<file path="config.mk">
export PLATFORM = sky130hd
export DESIGN_NAME = midi_byte_stream_parser_core_flat
export DESIGN_NICKNAME = d
export VERILOG_FILES = /design/src/hdl/mbsp_pkg.sv /design/src/hdl/mbsp_in_if.sv /design/src/hdl/mbsp_out_if.sv /design/src/hdl/midi_byte_stream_parser_core.sv /design/src/hdl/mbsp_ram.sv /design/src/flat_wrapper.sv
export VERILOG_INCLUDE_DIRS = /design/src /design/src/hdl
export SDC_FILE = /design/constraint.sdc
export NUM_CORES = 1
export LEC_CHECK = 0
export BUFFER_PORTS_ARGS = -buffer_cell sky130_fd_sc_hd__buf_2
export CELL_PAD_IN_SITES_DETAIL_PLACEMENT = 0
export CELL_PAD_IN_SITES_GLOBAL_PLACEMENT = 1
export CORE_MARGIN = 10
export CORE_UTILIZATION = 50
export CTS_CLUSTER_DIAMETER = 40
export DETAILED_ROUTE_END_ITERATION = 8
export GPL_TIMING_DRIVEN = 0
export HOLD_SLACK_MARGIN = 0.02
export PLACE_DENSITY = 0.81
export SYNTH_ARGS = -nofsm -noshare
export SYNTH_HDL_FRONTEND = slang
export SYNTH_SLANG_ARGS = --single-unit
</file>
<file path="constraint.sdc">
create_clock -name clk_i -period 3.9 [get_ports clk_i]
set_clock_uncertainty 0.1 [all_clocks]
set_input_delay 0.78 -clock clk_i [delete_from_list [all_inputs] [get_ports clk_i]]
set_output_delay 0.78 -clock clk_i [all_outputs]
set_load 0.02 [all_outputs]
</file>
<file path="src/hdl/assert_macros.svh">
// ----------------------------------------------------------------------------
// Assertion macros
// Shared wrappers for concurrent assertions on a clock and active-low reset.
// ----------------------------------------------------------------------------
`ifndef ASSERT_MACROS_SVH
`define ASSERT_MACROS_SVH

// Checked while out of reset.
`define ASSERT_RST(lbl, clk, rstn, prop, msg) \
  lbl: assert property (@(posedge clk) disable iff (!rstn) (prop)) else $error(msg);

// Checked on every edge, reset included.
`define ASSERT_ALWAYS(lbl, clk, prop, msg) \
  lbl: assert property (@(posedge clk) (prop)) else $error(msg);

`endif

</file>
<file path="src/hdl/mbsp_pkg.sv">
// ----------------------------------------------------------------------------
// mbsp_pkg
// Constants, types and helpers of the MIDI byte stream parser.
// ----------------------------------------------------------------------------
`timescale 1ns / 1ps

package mbsp_pkg;

  localparam int unsigned SYSEX_DEPTH = 64;
  localparam int unsigned SYSEX_AW    = $clog2(SYSEX_DEPTH);

  localparam logic [7:0] SOX_BYTE     = 8'hF0;
  localparam logic [7:0] EOX_BYTE     = 8'hF7;
  localparam logic [7:0] NO_STATUS    = 8'h00;
  localparam logic [3:0] PROG_CHANGE  = 4'hC;
  localparam logic [3:0] CHAN_PRESS   = 4'hD;

  typedef enum logic [6:0] {
    ST_IDLE     = 7'b0000001,
    ST_CH_STAT  = 7'b0000010,
    ST_CH_FIRST = 7'b0000100,
    ST_CH_LAST  = 7'b0001000,
    ST_SX_RD    = 7'b0010000,
    ST_SX_DAT   = 7'b0100000,
    ST_SX_END   = 7'b1000000
  } state_e;

  // Status codes whose message carries a single data byte.
  function automatic logic one_data(input logic [7:0] status);
    logic [3:0] hi;
    hi = status[7:4];
    return (hi == PROG_CHANGE) || (hi == CHAN_PRESS);
  endfunction

endpackage

</file>
<file path="src/hdl/mbsp_in_if.sv">
// ----------------------------------------------------------------------------
// mbsp_in_if
// Input channel: one received MIDI byte per word.
// ----------------------------------------------------------------------------
`timescale 1ns / 1ps

interface mbsp_in_if;
  logic       valid;
  logic       ready;
  logic [7:0] in_byte;

  modport source (output valid, output in_byte, input ready);
  modport sink   (input valid, input in_byte, output ready);
endinterface

</file>
<file path="src/hdl/mbsp_out_if.sv">
// ----------------------------------------------------------------------------
// mbsp_out_if
// Output channel: one byte of a completed message per word.
// ----------------------------------------------------------------------------
`timescale 1ns / 1ps

interface mbsp_out_if;
  logic       valid;
  logic       ready;
  logic [7:0] out_byte;
  logic       is_last;
  logic       is_sysex;

  modport source (output valid, output out_byte, output is_last, output is_sysex,
                  input ready);
  modport sink   (input valid, input out_byte, input is_last, input is_sysex,
                  output ready);
endinterface

</file>
<file path="src/hdl/midi_byte_stream_parser_core.sv">
// ----------------------------------------------------------------------------
// midi_byte_stream_parser_core
// MIDI parser with running status; sysex bytes are captured in a RAM and
// replayed as one run ending in F7 when the message closes.
// ----------------------------------------------------------------------------
//  channel | dir | payload                      | handshake
//  in_i    | in  | in_byte[7:0]                 | valid/ready
//  out_o   | out | out_byte[7:0], is_last, is_sysex | valid/ready
//
//  An input byte is taken only when the parser is idle.
//  A channel message then drains at one output word per cycle (2 or 3).
//  A sysex close drains each buffered byte through ST_SX_RD and ST_SX_DAT,
//  then sends F7. Output words sit in a register, so draining stalls
//  only while out_o is not ready. Reset is asynchronous and clears the
//  control state; the capture RAM needs no clearing.
// ----------------------------------------------------------------------------
`timescale 1ns / 1ps
`include "assert_macros.svh"

module midi_byte_stream_parser_core (
  input  logic             clk_i,
  input  logic             rst_ni,
  mbsp_in_if.sink          in_i,
  mbsp_out_if.source       out_o
);

  localparam int unsigned AW = mbsp_pkg::SYSEX_AW;
  localparam logic [AW-1:0] FILL_MAX = AW'(mbsp_pkg::SYSEX_DEPTH - 1);

  mbsp_pkg::state_e state_q, state_d;
  logic [7:0]    status_q, status_d;
  logic          cnt_q, cnt_d;
  logic [7:0]    first_q, first_d;
  logic [7:0]    data_q, data_d;
  logic          two_q, two_d;
  logic          sx_act_q, sx_act_d;
  logic [AW-1:0] fill_q, fill_d;
  logic [AW-1:0] rd_idx_q, rd_idx_d;

  logic          out_valid_q, out_valid_d;
  logic [7:0]    out_byte_q, out_byte_d;
  logic          out_last_q, out_last_d;
  logic          out_sx_q, out_sx_d;

  logic          can_load;
  logic          in_acc;
  logic          ram_we, ram_re;
  logic [AW-1:0] ram_waddr;
  logic [7:0]    ram_rdata;

  mbsp_ram #(
    .DEPTH (mbsp_pkg::SYSEX_DEPTH),
    .WIDTH (8),
    .AW    (AW)
  ) u_ram (
    .clk_i   (clk_i),
    .we_i    (ram_we),
    .waddr_i (ram_waddr),
    .wdata_i (in_i.in_byte),
    .re_i    (ram_re),
    .raddr_i (rd_idx_q),
    .rdata_o (ram_rdata)
  );

  assign can_load    = !out_valid_q || out_o.ready;
  assign in_i.ready  = (state_q == mbsp_pkg::ST_IDLE);
  assign in_acc      = in_i.valid && in_i.ready;

  always_comb begin
    state_d    = state_q;
    status_d   = status_q;
    cnt_d      = cnt_q;
    first_d    = first_q;
    data_d     = data_q;
    two_d      = two_q;
    sx_act_d   = sx_act_q;
    fill_d     = fill_q;
    rd_idx_d   = rd_idx_q;
    out_valid_d = out_valid_q && !out_o.ready;
    out_byte_d = out_byte_q;
    out_last_d = out_last_q;
    out_sx_d   = out_sx_q;
    ram_we     = 1'b0;
    ram_re     = 1'b0;
    ram_waddr  = fill_q;

    unique case (state_q)
      mbsp_pkg::ST_IDLE: begin
        if (in_acc) begin
          if (in_i.in_byte == mbsp_pkg::SOX_BYTE) begin
            ram_we    = 1'b1;
            ram_waddr = '0;
            sx_act_d  = 1'b1;
            fill_d    = AW'(1);
          end else if (sx_act_q) begin
            if (in_i.in_byte == mbsp_pkg::EOX_BYTE) begin
              sx_act_d = 1'b0;
              rd_idx_d = '0;
              state_d  = mbsp_pkg::ST_SX_RD;
            end else if (fill_q < FILL_MAX) begin
              ram_we = 1'b1;
              fill_d = fill_q + AW'(1);
            end
          end else if (in_i.in_byte[7]) begin
            status_d = in_i.in_byte;
            cnt_d    = 1'b0;
          end else if (status_q != mbsp_pkg::NO_STATUS) begin
            if (mbsp_pkg::one_data(status_q)) begin
              data_d  = in_i.in_byte;
              two_d   = 1'b0;
              cnt_d   = 1'b0;
              state_d = mbsp_pkg::ST_CH_STAT;
            end else if (!cnt_q) begin
              first_d = in_i.in_byte;
              cnt_d   = 1'b1;
            end else begin
              data_d  = in_i.in_byte;
              two_d   = 1'b1;
              cnt_d   = 1'b0;
              state_d = mbsp_pkg::ST_CH_STAT;
            end
          end
        end
      end
      mbsp_pkg::ST_CH_STAT: begin
        if (can_load) begin
          out_valid_d = 1'b1;
          out_byte_d  = status_q;
          out_last_d  = 1'b0;
          out_sx_d    = 1'b0;
          state_d     = two_q ? mbsp_pkg::ST_CH_FIRST : mbsp_pkg::ST_CH_LAST;
        end
      end
      mbsp_pkg::ST_CH_FIRST: begin
        if (can_load) begin
          out_valid_d = 1'b1;
          out_byte_d  = first_q;
          out_last_d  = 1'b0;
          out_sx_d    = 1'b0;
          state_d     = mbsp_pkg::ST_CH_LAST;
        end
      end
      mbsp_pkg::ST_CH_LAST: begin
        if (can_load) begin
          out_valid_d = 1'b1;
          out_byte_d  = data_q;
          out_last_d  = 1'b1;
          out_sx_d    = 1'b0;
          state_d     = mbsp_pkg::ST_IDLE;
        end
      end
      mbsp_pkg::ST_SX_RD: begin
        ram_re  = 1'b1;
        state_d = mbsp_pkg::ST_SX_DAT;
      end
      mbsp_pkg::ST_SX_DAT: begin
        if (can_load) begin
          out_valid_d = 1'b1;
          out_byte_d  = ram_rdata;
          out_last_d  = 1'b0;
          out_sx_d    = 1'b1;
          rd_idx_d    = rd_idx_q + AW'(1);
          state_d     = (rd_idx_q == fill_q - AW'(1)) ? mbsp_pkg::ST_SX_END
                                                      : mbsp_pkg::ST_SX_RD;
        end
      end
      mbsp_pkg::ST_SX_END: begin
        if (can_load) begin
          out_valid_d = 1'b1;
          out_byte_d  = mbsp_pkg::EOX_BYTE;
          out_last_d  = 1'b1;
          out_sx_d    = 1'b1;
          fill_d      = '0;
          state_d     = mbsp_pkg::ST_IDLE;
        end
      end
      default: begin
        state_d = mbsp_pkg::ST_IDLE;
      end
    endcase
  end

  always_ff @(posedge clk_i or negedge rst_ni) begin
    if (!rst_ni) begin
      state_q     <= mbsp_pkg::ST_IDLE;
      status_q    <= mbsp_pkg::NO_STATUS;
      cnt_q       <= 1'b0;
      two_q       <= 1'b0;
      sx_act_q    <= 1'b0;
      fill_q      <= '0;
      rd_idx_q    <= '0;
      out_valid_q <= 1'b0;
    end else begin
      state_q     <= state_d;
      status_q    <= status_d;
      cnt_q       <= cnt_d;
      two_q       <= two_d;
      sx_act_q    <= sx_act_d;
      fill_q      <= fill_d;
      rd_idx_q    <= rd_idx_d;
      out_valid_q <= out_valid_d;
    end
  end

  always_ff @(posedge clk_i) begin
    first_q    <= first_d;
    data_q     <= data_d;
    out_byte_q <= out_byte_d;
    out_last_q <= out_last_d;
    out_sx_q   <= out_sx_d;
  end

  assign out_o.valid    = out_valid_q;
  assign out_o.out_byte = out_byte_q;
  assign out_o.is_last  = out_last_q;
  assign out_o.is_sysex = out_sx_q;

  `ASSERT_RST(a_sx_end_f7, clk_i, rst_ni, (out_o.valid && out_o.is_sysex && out_o.is_last) |-> (out_o.out_byte == mbsp_pkg::EOX_BYTE), "sysex run must end in F7")
  `ASSERT_RST(a_drain_nonempty, clk_i, rst_ni, (state_q == mbsp_pkg::ST_SX_RD) |-> (fill_q != '0), "sysex drain with empty buffer")
  `ASSERT_RST(a_rd_then_dat, clk_i, rst_ni, (state_q == mbsp_pkg::ST_SX_RD) |=> (state_q == mbsp_pkg::ST_SX_DAT), "RAM read not followed by data stage")
  `ASSERT_RST(a_no_wr_in_drain, clk_i, rst_ni, ram_we |-> (state_q == mbsp_pkg::ST_IDLE && !ram_re), "RAM write during drain")

endmodule

</file>
<file path="src/hdl/mbsp_ram.sv">
// ----------------------------------------------------------------------------
// mbsp_ram
// Simple dual-port RAM, one write and one registered read per cycle.
// ----------------------------------------------------------------------------
`timescale 1ns / 1ps

module mbsp_ram #(
  parameter int unsigned DEPTH = 64,
  parameter int unsigned WIDTH = 8,
  parameter int unsigned AW    = $clog2(DEPTH)
) (
  input  logic             clk_i,
  input  logic             we_i,
  input  logic [AW-1:0]    waddr_i,
  input  logic [WIDTH-1:0] wdata_i,
  input  logic             re_i,
  input  logic [AW-1:0]    raddr_i,
  output logic [WIDTH-1:0] rdata_o
);

  logic [WIDTH-1:0] mem [DEPTH];
  logic [WIDTH-1:0] rdata_q;

  always_ff @(posedge clk_i) begin
    if (we_i) begin
      mem[waddr_i] <= wdata_i;
    end
    if (re_i) begin
      rdata_q <= mem[raddr_i];
    end
  end

  assign rdata_o = rdata_q;

endmodule
</file>
<file path="src/flat_wrapper.sv">
// flat-port wrapper written by rule: the top's interface ports become plain ports
module midi_byte_stream_parser_core_flat 
  (clk_i, rst_ni, in_i_valid, in_i_in_byte, in_i_ready, out_o_valid, out_o_out_byte, out_o_is_last, out_o_is_sysex, out_o_ready);
  mbsp_in_if in_i_i ();
  mbsp_out_if out_o_i ();
  input  logic clk_i;
  input  logic rst_ni;
  input wire logic [$bits(in_i_i.valid)-1:0] in_i_valid;
  input wire logic [$bits(in_i_i.in_byte)-1:0] in_i_in_byte;
  output wire logic [$bits(in_i_i.ready)-1:0] in_i_ready;
  output wire logic [$bits(out_o_i.valid)-1:0] out_o_valid;
  output wire logic [$bits(out_o_i.out_byte)-1:0] out_o_out_byte;
  output wire logic [$bits(out_o_i.is_last)-1:0] out_o_is_last;
  output wire logic [$bits(out_o_i.is_sysex)-1:0] out_o_is_sysex;
  input wire logic [$bits(out_o_i.ready)-1:0] out_o_ready;
  assign in_i_i.valid = in_i_valid;
  assign in_i_i.in_byte = in_i_in_byte;
  assign in_i_ready = in_i_i.ready;
  assign out_o_valid = out_o_i.valid;
  assign out_o_out_byte = out_o_i.out_byte;
  assign out_o_is_last = out_o_i.is_last;
  assign out_o_is_sysex = out_o_i.is_sysex;
  assign out_o_i.ready = out_o_ready;
  midi_byte_stream_parser_core u_core (.clk_i(clk_i), .rst_ni(rst_ni), .in_i(in_i_i), .out_o(out_o_i));
endmodule
</file>
==> results by stage <==
Outcome:
- The run finished, with violations left.
- The checks that failed: negative setup slack.

Layout:
- The final layout contains 1381 nets.
- The area growth from synthesis to layout is 15.3%.
- The core occupancy in the finished layout is 58.3%.
- Of the cells placed in the final design, the portion with a size suffix greater than 1 is 24.4%.
- The number of antenna repair diodes is 0.

Detailed routing:
- The number of DRC markers in iteration 0 is 1923.
- The total wire length is 60400 um.
- For this run, design rule violations remaining after detail routing come to 0.
- The routed layout has 12900 vias.
- After detailed routing, the number of vias per cell comes to 6.41.
- The count of antenna-violating nets left after detailed routing is 0.
- The average wire per cell in the routed design is 29.9 um.
- The first detailed-routing pass took 6 iterations.

Setup path:
- In this run the worst setup path begins at u_core.state_q[3]$_DFFE_PN0P_.
- The startpoint type of the worst setup path is a register.
- The launching point of the worst reg2reg path is u_core.state_q[3]$_DFFE_PN0P_.
- The reg-to-reg endpoint is u_core.u_ram.mem[29][1]$_DFFE_PP_.
- The critical setup path kind is register to register.
- The highest net fanout along the worst path is 9.
- The slack of the worst reg-to-reg path is -0.20 ns.
- The depth of the most critical reg-to-reg path is 7.
- For the worst setup path, the data required time is 4.02 ns.
- STA classifies the critical path endpoint as a register.
- The capture point of the critical path is u_core.u_ram.mem[29][1]$_DFFE_PP_.
- The arrival time of data at the critical path endpoint is 4.22 ns.

Synthesis:
- The average size of a mapped cell is 18.1 um2.
- The number of unique standard cell types used by synthesis is 66.
- The net count after synthesis is 1281.
- During synthesis, Yosys emitted a total of 0 warnings.
- The cell area after technology mapping is 23000 um2.
- The share of synthesized registers carrying an async set or reset is 5.39%.
- Counting instances in the post-synthesis netlist gives the leading cell types as sky130_fd_sc_hd__edfxtp_1 (544), sky130_fd_sc_hd__nor2_1 (95), sky130_fd_sc_hd__mux4_2 (89).
- The number of register bits inferred by synthesis is 575.
- Yosys mapped a number of flops with a built-in enable equal to 544.
- In this run the biggest area consumer among cell types represents 71.2% of the synthesized area.
- sky130_fd_sc_hd__edfxtp_1 takes more of the synthesized area than any other cell.
- The sequential-to-total area share from yosys stat is 74.5%.
- The dominant cell by count in the synthesized netlist is sky130_fd_sc_hd__edfxtp_1.
- By area the synthesized netlist is led by sky130_fd_sc_hd__edfxtp_1 (71%), sky130_fd_sc_hd__mux4_2 (8.7%), sky130_fd_sc_hd__mux2i_1 (3.8%), sky130_fd_sc_hd__dfrtp_1 (3.3%), sky130_fd_sc_hd__nor2_1 (1.6%).
- The synthesized netlist cell count is 1266.
- The most used flip-flop cell after synthesis is sky130_fd_sc_hd__edfxtp_1.

Clocking:
- The cell chosen for the clock root is sky130_fd_sc_hd__clkbuf_16.
- The number of clock buffers added by TritonCTS is 68.
- No sink is reached through more buffers than the 3 on the longest clock path.
- The number of hold buffers added after cts is 0.
- TritonCTS built the clock tree.
- The insertion delay to the later sink of the worst-skew pair is 0.60 ns.
- The clock-pin slew reported for the worst setup and hold paths after clock tree synthesis is 0.06 ns.
- The clock sink count is 575.
- The H-tree generated during clock tree synthesis spans 3 levels.

Global routing:
- The number of antenna violations at the first check in global routing is 0.
- The first global-routing pass estimated 88100 um of wire.
- The aggregate global-route resource usage is 22.4%.
- The number of global-route vias before repair is 12700.
- The remaining global-route overflow is 0.
- Entering global routing, the biggest net connects 71 pins.

Timing:
- The worst-case headroom to the max-slew limit is 25.0%.
- The final worst-path setup slack is -0.195 ns.
- The number of hold violations in the final report came to 0.
- The minimum hold slack is 0.151 ns.
- In the finished design, the share of the clock period the worst path needs comes to 105%.
- Setup violations remaining at the end of the flow were counted as 161.
- The transition time at the pin with the least slew margin is 1.12 ns.
- Setup repair after global routing could not meet its margin everywhere.
- The minimum clock period after layout is 4.10 ns.
- Timing would allow up to 0.244 GHz.
- The final-report max-slew violation count is 0.

Worst hold path:
- The path class of the lowest-slack min-delay path is primary input to asynchronous set/reset pin.

Power:
- The final total power is 0.0147 W.
- The worst-case IR drop observed on VDD is 0.000424 V.
- The analysis attributes to cell leakage a power of 8.37 nW.
- Power spread over the standard cell area amounts to 556 nW/um2.

Floorplanning:
- The chip height is 234 um.
- Measured along the x axis, the die boundary spans 234 um.
- The floorplan step defined a core boundary enclosing 45400 um2.
- The initial utilization of the core area, before any placement, comes to 50.6%.
- The floorplan has 78 rows.
- Pin placement for this block handled 24 I/O pins.
- The die covers 54900 um2.

Flow run:
- The max-capacitance violation count is 0.

Placement:
- Routability-driven placement finished with a final weighted congestion of 0.916.
- Summed over all nets, the half-perimeter wirelength after detailed placement is 37800 um.
- The count of input and output buffers is 23.
==> worst min path at each step <==
stage / start / to / slack, ns / cells past startpoint
finish: rst_ni / u_core.status_q[4]$_DFFE_PN0P_ / 0.15 / 1
global route: rst_ni / u_core.status_q[4]$_DFFE_PN0P_ / 0.19 / 1
CTS: rst_ni / u_core.rd_idx_q[0]$_DFFE_PN0P_ / 0.15 / 1
detailed placement: u_core.two_q$_DFFE_PN0P_ / u_core.state_q[2]$_DFFE_PN0P_ / 0.44 / 2
global placement: u_core.status_q[4]$_DFFE_PN0P_ / u_core.status_q[4]$_DFFE_PN0P_ / 0.42 / 1
floorplan: rst_ni / u_core.cnt_q$_DFFE_PN0P_ / 0.38 / 0
==> registers in the layout, summed over array words and instances (netlist names) <==
signal,cells
u_core.first_q,7
u_core.out_o.valid,1
u_core.out_o.is_last,1
u_core.data_q,7
u_core.sx_act_q,1
u_core.u_ram.rdata_o,8
u_core.fill_q,6
u_core.out_o.is_sysex,1
u_core.status_q,8
u_core.state_q,7
u_core.two_q,1
u_core.cnt_q,1
u_core.out_o.out_byte,8
u_core.u_ram.mem,512
u_core.rd_idx_q,6
==> critical path: stages, from the launching register on <==
cell and delay [ns]:
sky130_fd_sc_hd__dfrtp_1 0.45, sky130_fd_sc_hd__or4_4 0.54, sky130_fd_sc_hd__or3_1 0.38, sky130_fd_sc_hd__buf_6 0.15
sky130_fd_sc_hd__or3_4 0.44, sky130_fd_sc_hd__nor3_2 0.40, sky130_fd_sc_hd__nand3_2 0.61, sky130_fd_sc_hd__nor2_2 0.64
==> per-stage QoR <==
step / setup slack (ns) / cell area, um2 / TNS (ns) / std cells
floorplan: 0.461 / 23000 / 0 / 1266
global placement: -1.32 / 23800 / -454.19 / 1889
detailed placement: -1.25 / 23900 / -482.97 / 1893
CTS: -0.382 / 26300 / -50.53 / 2019
global route: -0.256 / 26500 / -25.07 / 2019
finish: -0.195 / 26500 / -11.50 / 2019
==> logic make-up (layout without fill, tap and decap cells) <==
| logic type | Yosys count | count (layout) | share of synthesized area, % |
|---|---|---|---|
| AND/OR/NAND/NOR | 241 | 241 | 5.06 |
| adder cells (fa/ha/maj) | 3 | 3 | 0.164 |
| flip-flops | 575 | 575 | 74.5 |
| multiplexers | 192 | 192 | 13.3 |
| XOR/XNOR | 13 | 13 | 0.496 |
| AO/OA/AOI/OAI | 166 | 166 | 5.05 |
| buffers and inverters | 76 | 229 | 1.38 |
==> timing repair <==
item	in CTS	in global routing
hold endpoints to repair	0	0
setup buffers	4	0
resized for setup	75	46
pin swaps	2	0
endpoints found under the setup margin	464	370
==> placed cells by master (no fill, tap or decap), types with 11 or more instances in the layout <==
cell	n
sky130_fd_sc_hd__nor2_1	53
sky130_fd_sc_hd__a211oi_1	17
sky130_fd_sc_hd__nor2b_1	11
sky130_fd_sc_hd__buf_2	25
sky130_fd_sc_hd__mux2i_1	87
sky130_fd_sc_hd__o22ai_1	25
sky130_fd_sc_hd__nor3_1	18
sky130_fd_sc_hd__edfxtp_1	544
sky130_fd_sc_hd__xnor2_1	11
sky130_fd_sc_hd__nand2_1	45
sky130_fd_sc_hd__nor2_2	21
sky130_fd_sc_hd__inv_6	12
sky130_fd_sc_hd__mux4_2	89
sky130_fd_sc_hd__clkbuf_16	69
sky130_fd_sc_hd__nand3_1	14
sky130_fd_sc_hd__a21oi_1	24
sky130_fd_sc_hd__buf_4	15
sky130_fd_sc_hd__dfrtp_1	30
sky130_fd_sc_hd__clkbuf_1	36
sky130_fd_sc_hd__o21ai_0	29
sky130_fd_sc_hd__mux2_2	16
sky130_fd_sc_hd__a221o_1	14
sky130_fd_sc_hd__nor2_4	22
==> area by class of cell <==
cell class | instances | area, um2
fillers | 3357 | 18900
flip-flops and latches | 575 | 17100
multi-input cells | 615 | 5810
clock buffers | 77 | 1760
well taps | 600 | 751
clock inverters | 46 | 429
plain buffers | 65 | 365
repair buffers | 31 | 199
inverters | 10 | 37.5
==> metal layers <==
metal / part of all wire (%) / global-route usage [%]
met2: 47 / 34.4
met3: 10 / 5.21
met4: 4.3 / 10.0
met1: 39 / 30.3
met5: 0 / 0
==> where the power goes <==
part           switching [W]  total, W  internal (W)  leakage (nW)
Clock                0.00258   0.00615       0.00357          1.04
Combinational       0.000988   0.00158      0.000588          2.04
Sequential         0.0000938   0.00699       0.00690          5.28
Total                0.00366    0.0147        0.0111          8.37
No activity file was read; power rests on OpenSTA's default activity.
